<file path="src/trm_pkg.sv">
`timescale 1ns / 1ps

package trm_pkg;

    localparam int NUM_REGS  = 5;
    localparam int MEM_WORDS = 64;
    localparam int MAX_LINES = 1024;

    localparam int REG_AW = $clog2(NUM_REGS);
    localparam int MEM_AW = $clog2(MEM_WORDS);
    localparam int DATA_W = 32;
    localparam int LINE_W = 11;
    localparam int IDX_W  = 6;
    localparam int KIND_W = 2;
    localparam int FUNC_W = 3;
    localparam int ERR_W  = 3;

    // operation codes
    localparam logic [FUNC_W-1:0] FN_MOV = 3'd0;
    localparam logic [FUNC_W-1:0] FN_ADD = 3'd1;
    localparam logic [FUNC_W-1:0] FN_SUB = 3'd2;
    localparam logic [FUNC_W-1:0] FN_JMP = 3'd3;
    localparam logic [FUNC_W-1:0] FN_JPN = 3'd4;
    localparam logic [FUNC_W-1:0] FN_PRN = 3'd5;
    localparam logic [FUNC_W-1:0] FN_HLT = 3'd6;

    // operand kinds
    localparam logic [KIND_W-1:0] KD_REG   = 2'd0;
    localparam logic [KIND_W-1:0] KD_MEM   = 2'd1;
    localparam logic [KIND_W-1:0] KD_CONST = 2'd2;

    // error codes
    localparam logic [ERR_W-1:0] ERR_OK   = 3'd0;
    localparam logic [ERR_W-1:0] ERR_REG  = 3'd1;
    localparam logic [ERR_W-1:0] ERR_MEM  = 3'd2;
    localparam logic [ERR_W-1:0] ERR_LINE = 3'd3;
    localparam logic [ERR_W-1:0] ERR_COMB = 3'd4;

    typedef struct packed {
        logic [FUNC_W-1:0] func;
        logic [KIND_W-1:0] first_kind;
        logic [IDX_W-1:0]  first_index;
        logic [KIND_W-1:0] second_kind;
        logic [IDX_W-1:0]  second_index;
        logic [DATA_W-1:0] immediate;
        logic [LINE_W-1:0] current_line;
    } item_t;

    // one write-back: register file or data memory, never both
    typedef struct packed {
        logic              reg_en;
        logic              mem_en;
        logic [REG_AW-1:0] reg_addr;
        logic [MEM_AW-1:0] mem_addr;
        logic [DATA_W-1:0] data;
    } wrb_t;

    typedef struct packed {
        logic [LINE_W-1:0]        next_line;
        logic                     halted;
        logic [ERR_W-1:0]         error_code;
        logic                     print_valid;
        logic signed [DATA_W-1:0] print_value;
    } res_t;

    // register numbers are one-based
    function automatic logic [REG_AW-1:0] reg_addr(input logic [IDX_W-1:0] idx);
        logic [IDX_W-1:0] zb;
        zb = idx - IDX_W'(1);
        return REG_AW'(zb);
    endfunction

    // at most one operand is a memory word; the first wins
    function automatic logic [MEM_AW-1:0] mem_rd_addr(input item_t it);
        return (it.first_kind == KD_MEM) ? MEM_AW'(it.first_index)
                                         : MEM_AW'(it.second_index);
    endfunction

endpackage

</file>
<file path="src/trm_regfile.sv">
`timescale 1ns / 1ps

module trm_regfile (
    input  logic                          aclk,
    input  logic                          aresetn,
    input  logic                          rd_en,
    input  logic [trm_pkg::REG_AW-1:0]    rd_a_addr,
    input  logic [trm_pkg::REG_AW-1:0]    rd_b_addr,
    output logic [trm_pkg::DATA_W-1:0]    rd_a_data,
    output logic [trm_pkg::DATA_W-1:0]    rd_b_data,
    input  logic                          wr_en,
    input  logic [trm_pkg::REG_AW-1:0]    wr_addr,
    input  logic [trm_pkg::DATA_W-1:0]    wr_data
);
    import trm_pkg::*;

    logic [DATA_W-1:0]   mem_reg [NUM_REGS];
    logic [NUM_REGS-1:0] valid_reg;
    logic [DATA_W-1:0]   rd_a_reg;
    logic [DATA_W-1:0]   rd_b_reg;

    // an entry never written reads as zero
    always_ff @(posedge aclk) begin
        if (!aresetn) begin
            valid_reg <= '0;
        end else if (wr_en) begin
            valid_reg[wr_addr] <= 1'b1;
        end
    end

    always_ff @(posedge aclk) begin
        if (wr_en) begin
            mem_reg[wr_addr] <= wr_data;
        end
        if (rd_en) begin
            rd_a_reg <= valid_reg[rd_a_addr] ? mem_reg[rd_a_addr] : '0;
            rd_b_reg <= valid_reg[rd_b_addr] ? mem_reg[rd_b_addr] : '0;
        end
    end

    assign rd_a_data = rd_a_reg;
    assign rd_b_data = rd_b_reg;

endmodule

</file>
<file path="src/trm_dmem.sv">
`timescale 1ns / 1ps

module trm_dmem (
    input  logic                          aclk,
    input  logic                          aresetn,
    input  logic                          rd_en,
    input  logic [trm_pkg::MEM_AW-1:0]    rd_addr,
    output logic [trm_pkg::DATA_W-1:0]    rd_data,
    input  logic                          wr_en,
    input  logic [trm_pkg::MEM_AW-1:0]    wr_addr,
    input  logic [trm_pkg::DATA_W-1:0]    wr_data
);
    import trm_pkg::*;

    logic [DATA_W-1:0]    mem_reg [MEM_WORDS];
    logic [MEM_WORDS-1:0] valid_reg;
    logic [DATA_W-1:0]    rd_reg;

    always_ff @(posedge aclk) begin
        if (!aresetn) begin
            valid_reg <= '0;
        end else if (wr_en) begin
            valid_reg[wr_addr] <= 1'b1;
        end
    end

    always_ff @(posedge aclk) begin
        if (wr_en) begin
            mem_reg[wr_addr] <= wr_data;
        end
        if (rd_en) begin
            rd_reg <= valid_reg[rd_addr] ? mem_reg[rd_addr] : '0;
        end
    end

    assign rd_data = rd_reg;

endmodule

</file>
<file path="src/trm_exec.sv">
`timescale 1ns / 1ps

module trm_exec (
    input  trm_pkg::item_t                it,
    input  logic [trm_pkg::DATA_W-1:0]    reg_a_raw,
    input  logic [trm_pkg::DATA_W-1:0]    reg_b_raw,
    input  logic [trm_pkg::DATA_W-1:0]    mem_raw,
    input  trm_pkg::wrb_t                 byp,
    input  logic [trm_pkg::LINE_W-1:0]    program_lines,
    output trm_pkg::wrb_t                 wr,
    output trm_pkg::res_t                 res
);
    import trm_pkg::*;

    function automatic logic [ERR_W-1:0] check_operand(input logic [KIND_W-1:0] kind,
                                                       input logic [IDX_W-1:0]  idx);
        logic [ERR_W-1:0] e;
        case (kind)
            KD_REG:   e = (idx != '0 && 32'(idx) <= NUM_REGS) ? ERR_OK : ERR_REG;
            KD_MEM:   e = (32'(idx) < MEM_WORDS) ? ERR_OK : ERR_MEM;
            KD_CONST: e = ERR_OK;
            default:  e = ERR_COMB;
        endcase
        return e;
    endfunction

    logic [DATA_W-1:0] reg_a, reg_b, mem_d, fa, sb, limit, wdata;
    logic [ERR_W-1:0]  fchk, schk, err;
    logic [KIND_W-1:0] wk;
    logic [IDX_W-1:0]  widx;
    logic [LINE_W-1:0] next;
    logic              we, taken, tgt_ok, sk_bad, halt, pv;

    // take the write that landed in the same cycle as this item's read
    always_comb begin
        reg_a = (byp.reg_en && byp.reg_addr == reg_addr(it.first_index))
                ? byp.data : reg_a_raw;
        reg_b = (byp.reg_en && byp.reg_addr == reg_addr(it.second_index))
                ? byp.data : reg_b_raw;
        mem_d = (byp.mem_en && byp.mem_addr == mem_rd_addr(it)) ? byp.data : mem_raw;
    end

    always_comb begin
        fchk   = check_operand(it.first_kind, it.first_index);
        schk   = check_operand(it.second_kind, it.second_index);
        fa     = (it.first_kind == KD_REG) ? reg_a :
                 (it.first_kind == KD_MEM) ? mem_d : it.immediate;
        sb     = (it.second_kind == KD_REG) ? reg_b :
                 (it.second_kind == KD_MEM) ? mem_d : it.immediate;
        sk_bad = it.second_kind != KD_REG && it.second_kind != KD_MEM &&
                 it.second_kind != KD_CONST;
        limit  = (32'(program_lines) > 32'(MAX_LINES)) ? 32'(MAX_LINES)
                                                      : 32'(program_lines);
        tgt_ok = !it.immediate[DATA_W-1] && it.immediate != '0 && it.immediate <= limit;
    end

    always_comb begin
        err   = ERR_OK;
        halt  = 1'b0;
        pv    = 1'b0;
        next  = it.current_line + LINE_W'(1);
        we    = 1'b0;
        wk    = KD_REG;
        widx  = it.first_index;
        wdata = it.immediate;
        taken = 1'b0;
        unique case (it.func) inside
            FN_MOV: begin
                if ((it.first_kind != KD_REG && it.first_kind != KD_MEM) || sk_bad ||
                    (it.first_kind == KD_MEM && it.second_kind == KD_MEM)) begin
                    err = ERR_COMB;
                end else if (fchk != ERR_OK) begin
                    err = fchk;
                end else if (schk != ERR_OK) begin
                    err = schk;
                end else if (it.second_kind == KD_CONST) begin
                    we = 1'b1;
                    wk = it.first_kind;
                end else begin
                    we    = 1'b1;
                    wk    = it.second_kind;
                    widx  = it.second_index;
                    wdata = fa;
                end
            end
            FN_ADD, FN_SUB: begin
                if (it.first_kind != KD_REG || sk_bad) begin
                    err = ERR_COMB;
                end else if (fchk != ERR_OK) begin
                    err = fchk;
                end else if (schk != ERR_OK) begin
                    err = schk;
                end else begin
                    we    = 1'b1;
                    wdata = (it.func == FN_ADD) ? fa + sb : fa - sb;
                end
            end
            FN_JMP, FN_JPN: begin
                if (it.first_kind == KD_REG) begin
                    err   = fchk;
                    taken = (it.func == FN_JMP) ? (reg_a == '0)
                                                : (reg_a == '0 || reg_a[DATA_W-1]);
                end else if (it.first_kind == KD_CONST) begin
                    taken = 1'b1;
                end else begin
                    err = ERR_COMB;
                end
                if (err == ERR_OK && !tgt_ok) begin
                    err = ERR_LINE;
                end
                if (taken) begin
                    next = it.immediate[LINE_W-1:0];
                end
            end
            FN_PRN: begin
                err = fchk;
                pv  = 1'b1;
            end
            FN_HLT: begin
                halt = 1'b1;
                next = it.current_line;
            end
            default: err = ERR_COMB;
        endcase
        // an error stops the machine and leaves the state alone
        if (err != ERR_OK) begin
            halt = 1'b1;
            next = it.current_line;
            pv   = 1'b0;
            we   = 1'b0;
        end
    end

    always_comb begin
        wr.reg_en   = we && wk == KD_REG;
        wr.mem_en   = we && wk == KD_MEM;
        wr.reg_addr = reg_addr(widx);
        wr.mem_addr = MEM_AW'(widx);
        wr.data     = wdata;

        res.next_line   = next;
        res.halted      = halt;
        res.error_code  = err;
        res.print_valid = pv;
        res.print_value = pv ? $signed(fa) : '0;
    end

endmodule

</file>
<file path="src/tiny_register_machine_execute.sv">
`timescale 1ns / 1ps
// Execute stage of a small five-register machine with a 64-word data memory.
// s_ channel: one decoded instruction per item. func travels in s_tuser, the
// operands, constant and current line in s_tdata.
// m_ channel: one result item per instruction, in order: next line, error
// code and printed value in m_tdata, halted and print_valid flags in m_tuser.
// cfg_ channel: writes program_lines (limit for jump targets); it is always
// ready. The user must see that it is used only while no instruction is in
// flight; the block itself does not enforce this.
// The register file and memory reads are registered with the accepted
// instruction; execute writes back into the output register.
// Throughput: one instruction per cycle absent a stall; a write-back landing
// with the next read is forwarded, so back-to-back dependants run freely.
// Reset (aresetn low, synchronous): the pipeline empties, program_lines goes
// to 1 and the valid bits of both stores clear, so every register and memory
// word reads as zero until written.
// A stalled receiver holds m_tdata and m_tuser; one more instruction waits in
// the execute stage, after which s_tready drops until the output drains.
module tiny_register_machine_execute (
    input  logic                           aclk,
    input  logic                           aresetn,
    // configuration write
    input  logic                           cfg_valid,
    output logic                           cfg_ready,
    input  logic [trm_pkg::LINE_W-1:0]     cfg_data,      // program_lines
    // instruction items
    input  logic                           s_tvalid,
    output logic                           s_tready,
    // [1:0] first_kind, [7:2] first_index, [9:8] second_kind,
    // [15:10] second_index, [47:16] immediate, [58:48] current_line
    input  logic [63:0]                    s_tdata,
    input  logic [2:0]                     s_tuser,       // [2:0] func
    // result items
    output logic                           m_tvalid,
    input  logic                           m_tready,
    // [10:0] next_line, [13:11] error_code, [45:14] print_value
    output logic [47:0]                    m_tdata,
    output logic [1:0]                     m_tuser        // [0] halted, [1] print_valid
);
    import trm_pkg::*;

    item_t             s_item;
    item_t             s1_item_reg;
    logic              s1_valid_reg;
    wrb_t              byp_reg, byp_next, wr;
    res_t              res, m_res_reg;
    logic              m_valid_reg;
    logic [LINE_W-1:0] prog_lines_reg;
    logic [DATA_W-1:0] reg_a_raw, reg_b_raw, mem_raw;
    logic              s_accept, s1_fire;

    // unpack the incoming item
    always_comb begin
        s_item.func         = s_tuser;
        s_item.first_kind   = s_tdata[1:0];
        s_item.first_index  = s_tdata[7:2];
        s_item.second_kind  = s_tdata[9:8];
        s_item.second_index = s_tdata[15:10];
        s_item.immediate    = s_tdata[47:16];
        s_item.current_line = s_tdata[58:48];
    end

    // advance the execute stage whenever the output register is free or draining
    assign s1_fire  = s1_valid_reg && (!m_valid_reg || m_tready);
    assign s_tready = !s1_valid_reg || s1_fire;
    assign s_accept = s_tvalid && s_tready;
    assign cfg_ready = 1'b1;

    always_ff @(posedge aclk) begin
        if (!aresetn) begin
            prog_lines_reg <= LINE_W'(1);
        end else if (cfg_valid) begin
            prog_lines_reg <= cfg_data;
        end
    end

    // stores: read with the accepted item, written when its successor stage fires
    trm_regfile u_regfile (
        .aclk      (aclk),
        .aresetn   (aresetn),
        .rd_en     (s_accept),
        .rd_a_addr (reg_addr(s_item.first_index)),
        .rd_b_addr (reg_addr(s_item.second_index)),
        .rd_a_data (reg_a_raw),
        .rd_b_data (reg_b_raw),
        .wr_en     (s1_fire && wr.reg_en),
        .wr_addr   (wr.reg_addr),
        .wr_data   (wr.data)
    );

    trm_dmem u_dmem (
        .aclk    (aclk),
        .aresetn (aresetn),
        .rd_en   (s_accept),
        .rd_addr (mem_rd_addr(s_item)),
        .rd_data (mem_raw),
        .wr_en   (s1_fire && wr.mem_en),
        .wr_addr (wr.mem_addr),
        .wr_data (wr.data)
    );

    trm_exec u_exec (
        .it            (s1_item_reg),
        .reg_a_raw     (reg_a_raw),
        .reg_b_raw     (reg_b_raw),
        .mem_raw       (mem_raw),
        .byp           (byp_reg),
        .program_lines (prog_lines_reg),
        .wr            (wr),
        .res           (res)
    );

    // record the write that lands on the same edge as a new read
    always_comb begin
        byp_next        = wr;
        byp_next.reg_en = s1_fire && wr.reg_en;
        byp_next.mem_en = s1_fire && wr.mem_en;
    end

    always_ff @(posedge aclk) begin
        if (!aresetn) begin
            s1_valid_reg   <= 1'b0;
            byp_reg.reg_en <= 1'b0;
            byp_reg.mem_en <= 1'b0;
        end else begin
            if (s_accept) begin
                s1_valid_reg <= 1'b1;
                byp_reg      <= byp_next;
            end else if (s1_fire) begin
                s1_valid_reg <= 1'b0;
            end
        end
    end

    always_ff @(posedge aclk) begin
        if (s_accept) begin
            s1_item_reg <= s_item;
        end
    end

    // output register: hold while the receiver stalls
    always_ff @(posedge aclk) begin
        if (!aresetn) begin
            m_valid_reg <= 1'b0;
        end else if (s1_fire) begin
            m_valid_reg <= 1'b1;
        end else if (m_tready) begin
            m_valid_reg <= 1'b0;
        end
    end

    always_ff @(posedge aclk) begin
        if (s1_fire) begin
            m_res_reg <= res;
        end
    end

    assign m_tvalid = m_valid_reg;
    assign m_tdata  = {2'b00, m_res_reg.print_value, m_res_reg.error_code,
                       m_res_reg.next_line};
    assign m_tuser  = {m_res_reg.print_valid, m_res_reg.halted};

endmodule
</file>
<file path="config.mk">
export PLATFORM = sky130hd
export DESIGN_NAME = tiny_register_machine_execute
export DESIGN_NICKNAME = d
export VERILOG_FILES = /design/src/trm_pkg.sv /design/src/trm_regfile.sv /design/src/trm_dmem.sv /design/src/trm_exec.sv /design/src/tiny_register_machine_execute.sv
export SDC_FILE = /design/constraint.sdc
export NUM_CORES = 2
export LEC_CHECK = 0
export ABC_AREA = 1
export ABC_CLOCK_PERIOD_IN_PS = 20500
export BUFFER_PORTS_ARGS = -buffer_cell sky130_fd_sc_hd__buf_2
export CAP_MARGIN = 25
export CORE_MARGIN = 5
export CORE_UTILIZATION = 35
export CTS_BUF_LIST = sky130_fd_sc_hd__clkbuf_8
export DETAILED_ROUTE_END_ITERATION = 6
export SLEW_MARGIN = 30
export SYNTH_ARGS = -nofsm -noshare
export SYNTH_HDL_FRONTEND = slang
export SYNTH_HIERARCHICAL = 1
export SYNTH_SLANG_ARGS = --single-unit
</file>
<file path="constraint.sdc">
create_clock -name aclk -period 20.5 [get_ports aclk]
set_input_delay 1.025 -clock aclk [delete_from_list [all_inputs] [get_ports aclk]]
set_output_delay 1.025 -clock aclk [all_outputs]
set_load 0.02 [all_outputs]
</file>
### Yosys cells after proc, flatten, opt, wreduce, memory -nomap -nowiden

Memory sizes are Yosys's and may differ from the RTL's. A register that Yosys moved wholly into a read port is not among the register bits.
Index checks and enable logic that the tools add are counted.

| storage, ports and cells | value |
|---|---|
| flip-flop bits (word level) | 235 |
| RAM bits | 2,208 |
| input bits | 83 |
| output and inout bits | 53 |
| word-level logic and storage cells | 193 |
| memories kept | 2 |

| operators by class | value |
|---|---|
| $add $sub $neg | 8 |
| magnitude comparators | 11 |
| eq/ne operators | 18 |
| mux-type cells | 76 |
| bitwise operators | 2 |
| reductions and logical operators | 54 |

Memories:

| name | depth | bits a word | rd ports | clocked after memory_dff | wr ports | line | text |
|---|---|---|---|---|---|---|---|
| u_dmem.mem_reg | 64 | 32 | 1 | 1 | 1 | trm_dmem.sv:15 | `logic [DATA_W-1:0] mem_reg [MEM_WORDS];` |
| u_regfile.mem_reg | 5 | 32 | 2 | 2 | 1 | trm_regfile.sv:17 | `logic [DATA_W-1:0] mem_reg [NUM_REGS];` |

Operators by type and width:

| kind | number |
|---|---|
| two-way mux 32 bit | 15 |
| bitwise OR 64 bit | 1 |
| one-hot mux 32 bit (2 select lines) | 1 |
| two-way mux 6 bit | 7 |
| two-way mux 11 bit | 3 |
| adder 32 bit | 1 |
| <= comparator 32 bit | 1 |
| zero test 32 bit | 1 |
| nonzero test 32 bit | 1 |
| subtractor 32 bit | 1 |
| two-way mux 1 bit | 27 |
| two-way mux 3 bit | 8 |
| one-hot mux 11 bit (2 select lines) | 1 |
| logical AND 1 bit | 20 |
| one-hot mux 3 bit (5 select lines) | 1 |
| subtractor 3 x 1 -> 3 bit (second input constant) | 5 |
| < comparator 6 x 7 -> 1 bit (second input constant) | 2 |
| <= comparator 6 x 3 -> 1 bit (second input constant) | 2 |
| < comparator 3 x 4 -> 1 bit (second input constant) | 3 |
| one-hot mux 3 bit (2 select lines) | 2 |
| nonzero test 6 bit | 2 |
| adder 11 x 1 -> 11 bit (second input constant) | 1 |
| greater-than comparator 11 bit (second input constant) | 1 |
| two-way mux 2 bit | 5 |
| 25 further kinds | 57 |

### Logic depth before layout (Yosys ltp)

| depth | value |
|---|---|
| word-level depth | 16 |
| depth in mapped cells | 41 |
| mapped depth without buffers | 40 |

### Modules after synthesis

The synthesis kept the hierarchy.

By module, submodules not included:

| module | times used | cells each | area each (um^2) | seq. area each (um^2) |
|---|---|---|---|---|
| trm_dmem | 1 | 7,115 | 85,376.9 | 63,741.1 |
| trm_regfile | 1 | 1,239 | 10,996.8 | 6,826.5 |
| trm_exec | 1 | 1,766 | 8,677.1 | 0.0 |
| tiny_register_machine_execute | 1 | 257 | 5,263.8 | 4,834.6 |

### Least setup slack after synthesis

OpenSTA, ideal clock, no wires.

| timing path | value |
|---|---|
| path kind | reg-to-reg |
| from | register s1_item_reg[43] (netlist name) |
| to | register byp_reg[22] (netlist name) (data pin) |
| setup time | 600 ps |
| arrival time | 6,374 ps |
| data required time | 19,900 ps |
| path slack | 13,525 ps |
| stages on the path, launching flop included | 36 |
| path buffers | 1 |
| period minus slack after synthesis | 6,975 ps |
| cell sequence | edfxtp_1 inv_1 ha_1 nand2_1 o211ai_1 nor2_2 nand2_2 buf_2 nand2_1 o21ai_1 nand2_1 o21ai_0 inv_1 nand2_1 inv_1 ha_1 inv_1 nor3_4 nand2_1 nor2_2 nand2_1 nor2_2 nand2_1 nand2_1 xnor2_1 ha_1 nand2_1 nor4_1 nand4_1 nand3_1 nand3_1 nand2_1 nor2_1 o221ai_1 o21ai_0 o221ai_1 |

RTL lines:

| what | line | text |
|---|---|---|
| start: declaration | tiny_register_machine_execute.sv:43 | `item_t s1_item_reg;` |
| start signal: assignment | tiny_register_machine_execute.sv:137 | `s1_item_reg <= s_item;` |
| end signal: assignment | tiny_register_machine_execute.sv:128 | `byp_reg <= byp_next;` |
| end: declaration | tiny_register_machine_execute.sv:45 | `wrb_t byp_reg, byp_next, wr;` |

==> impl_metrics.py <==
metrics = {
    "finish": {
        "seqCellArea_um2": 75400,
        "fin_util_pct": 39.3,
        "area_growth_pct": 12.0,
        "layout_common_cells": "nand2_1 (3277), edfxtp_1 (2455), nand3_1 (2309)",
        "filler_cell_count": 30400,
        "multi_input_area_um2": 30700,
        "stdcell_area_um2": 124000,
        "layout-drive-gt1-share_pct": 9.28,
        "nNetsFinal": 10600,
        "layout_commonest_cell": "nand2_1",
        "largest_reg_flops": 2048,
    },
    "power_and_ir_drop": {
        "leakage_nw": 46.5,
        "powerDensity_nw_per_um2": 91.4,
        "total_power_mw": 11.3,
        "ir_drop_v": 0.0000510,
    },
    "die": {
        "die_h_um": 571,
        "initial_core_util_pct": 35.1,
        "num_rows": 206,
        "die_x_um": 571,
        "ioPinCount": 136,
        "die-area_um2": 327000,
        "core_area_um2": 314000,
    },
    "global_routing": {
        "grt_max_degree": 175,
        "grt_pass1_wl_mm": 490,
        "overflow": 0,
        "antenna_found_initial": 16,
        "grt_pass1_vias": 72600,
        "grt_use_total_pct": 20.1,
    },
    "clock_network": {
        "cts.sinks": 2539,
        "postCtsHoldBufs": 0,
        "clockBufferDepth": 4,
        "cts_resized": 0,
        "cts_tree": "yes",
        "htreeDepth": 5,
        "cts_made_buffers": 407,
        "cts_setup_buffers": 0,
        "clk_pin_slew_worst_paths_ns": 0.06,
        "cts-root-buf": "clkbuf_8",
        "clock_latency_ns": 1.02,
    },
    "timing": {
        "worst_pin_slew_ns": 1.02,
        "final_max_slew_viol_count": 0,
        "setup_viol": 0,
        "fmax_ghz": 0.123,
        "rsz0062_at_grt": "no",
        "hold_violations": 0,
        "setup_ws_ns": 12.34,
        "clock_skew_ns": 0.0837,
        "setup_tns_ns": 0,
        "slew_headroom_pct": 31.9,
        "finalCriticalPeriod_ns": 8.16,
        "finalCritPeriodShare_pct": 39.8,
    },
    "logic_synthesis": {
        "synthArstFlopShare_pct": 0,
        "synth_cell_type_count": 56,
        "synthTopCellsByArea": "edfxtp_1 (67%), nand2_1 (11%), nand3_1 (11%), inv_1 (1.8%), dfxtp_1 (1.5%)",
        "syn_inst": 10400,
        "synth_top_area_cell": "edfxtp_1",
        "yosys_most_used_dff": "edfxtp_1",
        "ys_warn_count": 6,
        "synth-edff-count": 2455,
        "ys_seq_area_share_pct": 68.4,
        "synth_top_area_share_pct": 66.8,
        "ys_ff_latch": 2539,
        "synthesis.area_um2": 110000,
        "avgSynthCellArea_um2": 10.6,
    },
    "detailed_routing": {
        "drt-pass1-iter-count": 6,
        "wire_per_inst_um": 22.7,
        "drc_errors": 0,
        "avgViaCountPerCell": 5.24,
        "ant_nets": 0,
        "num_vias": 78600,
        "drt-initial-drc-count": 8712,
        "drt_wl_total_mm": 341,
    },
    "worst_setup_path": {
        "path_buf_inv": 6,
        "worst_path_dominant_cell_family": "simple AND/OR/NAND/NOR gates",
        "setup.worst_path.class": "reg2reg",
        "crit_path_frequent_cell": "nand2_1",
        "max_stage_delay_ns": 0.69,
        "crit_required_ns": 21.22,
        "slowest_stage": "inv_2",
        "path_max_fanout": 42,
        "cp.arrival_ns": 8.88,
        "endpoint_kind": "register",
        "cp-start-kind": "register",
    },
    "place": {
        "routabilityCongestion": 1.00,
        "place_area_um2": 116000,
        "portBuffers": 127,
        "dpl.hpwl_mm": 190,
        "pre_cts_slack_ns": 12.42,
    },
    "status": {
        "outcome": "complete, no violations",
    },
    "min_path": {
        "hp-class": "in2reg",
    },
    "flow_run": {
        "max_cap_viol_count": 0,
    },
}
final timing paths:
| check | slack, ns | to | start | depth (start not counted) |
|---|---|---|---|---|
| worst min-delay path | 0.17 | s1_item_reg[59] | s_tuser[0] | 1 |
| worst max register to register | 12.34 | u_dmem/mem_reg[56][29] | s1_item_reg[58] | 38 |
| worst max-delay path | 12.34 | u_dmem/mem_reg[56][29] | s1_item_reg[58] | 38 |
| worst min register to register | 0.46 | u_dmem/valid_reg[54] | u_dmem/valid_reg[54] | 2 |
metrics by stage:
stage                     hold slack (ns)  instances
after floorplan                     0.439      10400
after global placement              0.449      14200
after detailed placement            0.457      14200
after CTS                          0.0917      15000
after global routing                0.125      15000
final                               0.172      15000
Yosys cell counts (32+ instances only):
cell,n
nand2_1,3284
edfxtp_1,2455
nand3_1,2328
inv_1,531
nor2_1,401
buf_2,311
clkbuf_1,172
a21oi_1,168
o21ai_0,153
dfxtp_1,84
buf_1,66
ha_1,52
buf_4,38
xor2_1,36
o211ai_1,33
nor3_1,32
power breakdown:
group / switching [mW] / leakage (nW) / internal, mW / total [mW]
Combinational: 1.04 / 19.0 / 0.322 / 1.37
Sequential: 0.0294 / 23.0 / 5.83 / 5.85
Clock: 1.99 / 4.42 / 2.08 / 4.07
cell type report:
class	instances	area share [%]
Antenna cell	22	0.0446
Sequential cell	2539	61.0
Multi-Input combinational cell	6668	24.9
Tap cell	4160	4.21
Clock inverter	283	1.19
Inverter	561	1.74
Timing Repair Buffer	329	2.03
Clock buffer	437	4.87
layer usage:
layer,up-vias,wire [um],GRT usage (%)
met4,6,16900,9.21
met1,38200,142000,27.6
met3,706,28300,3.41
met2,3481,154000,31.2
met5,-,47,0
li1,36200,-,-
kinds of logic after synthesis:
logic type      synth area share [%]
other cells                  0.00681
simple gates                    23.8
xor+xnor                       0.454
mux                           0.0102
fa+ha+maj                      0.608
compound gates                  2.15
flops                           68.4
buf+inv                         4.62
worst register-to-register path, delay by kind of cell, from the launching register on:
family | cells | cell delay, ns
simple gates | 22 | 3.14
flops | 1 | 0.54
xor+xnor | 1 | 0.27
buf+inv | 6 | 1.51
compound gates | 7 | 1.79
fa+ha+maj | 2 | 0.53
Note: power is estimated with default switching activity, not from simulation.
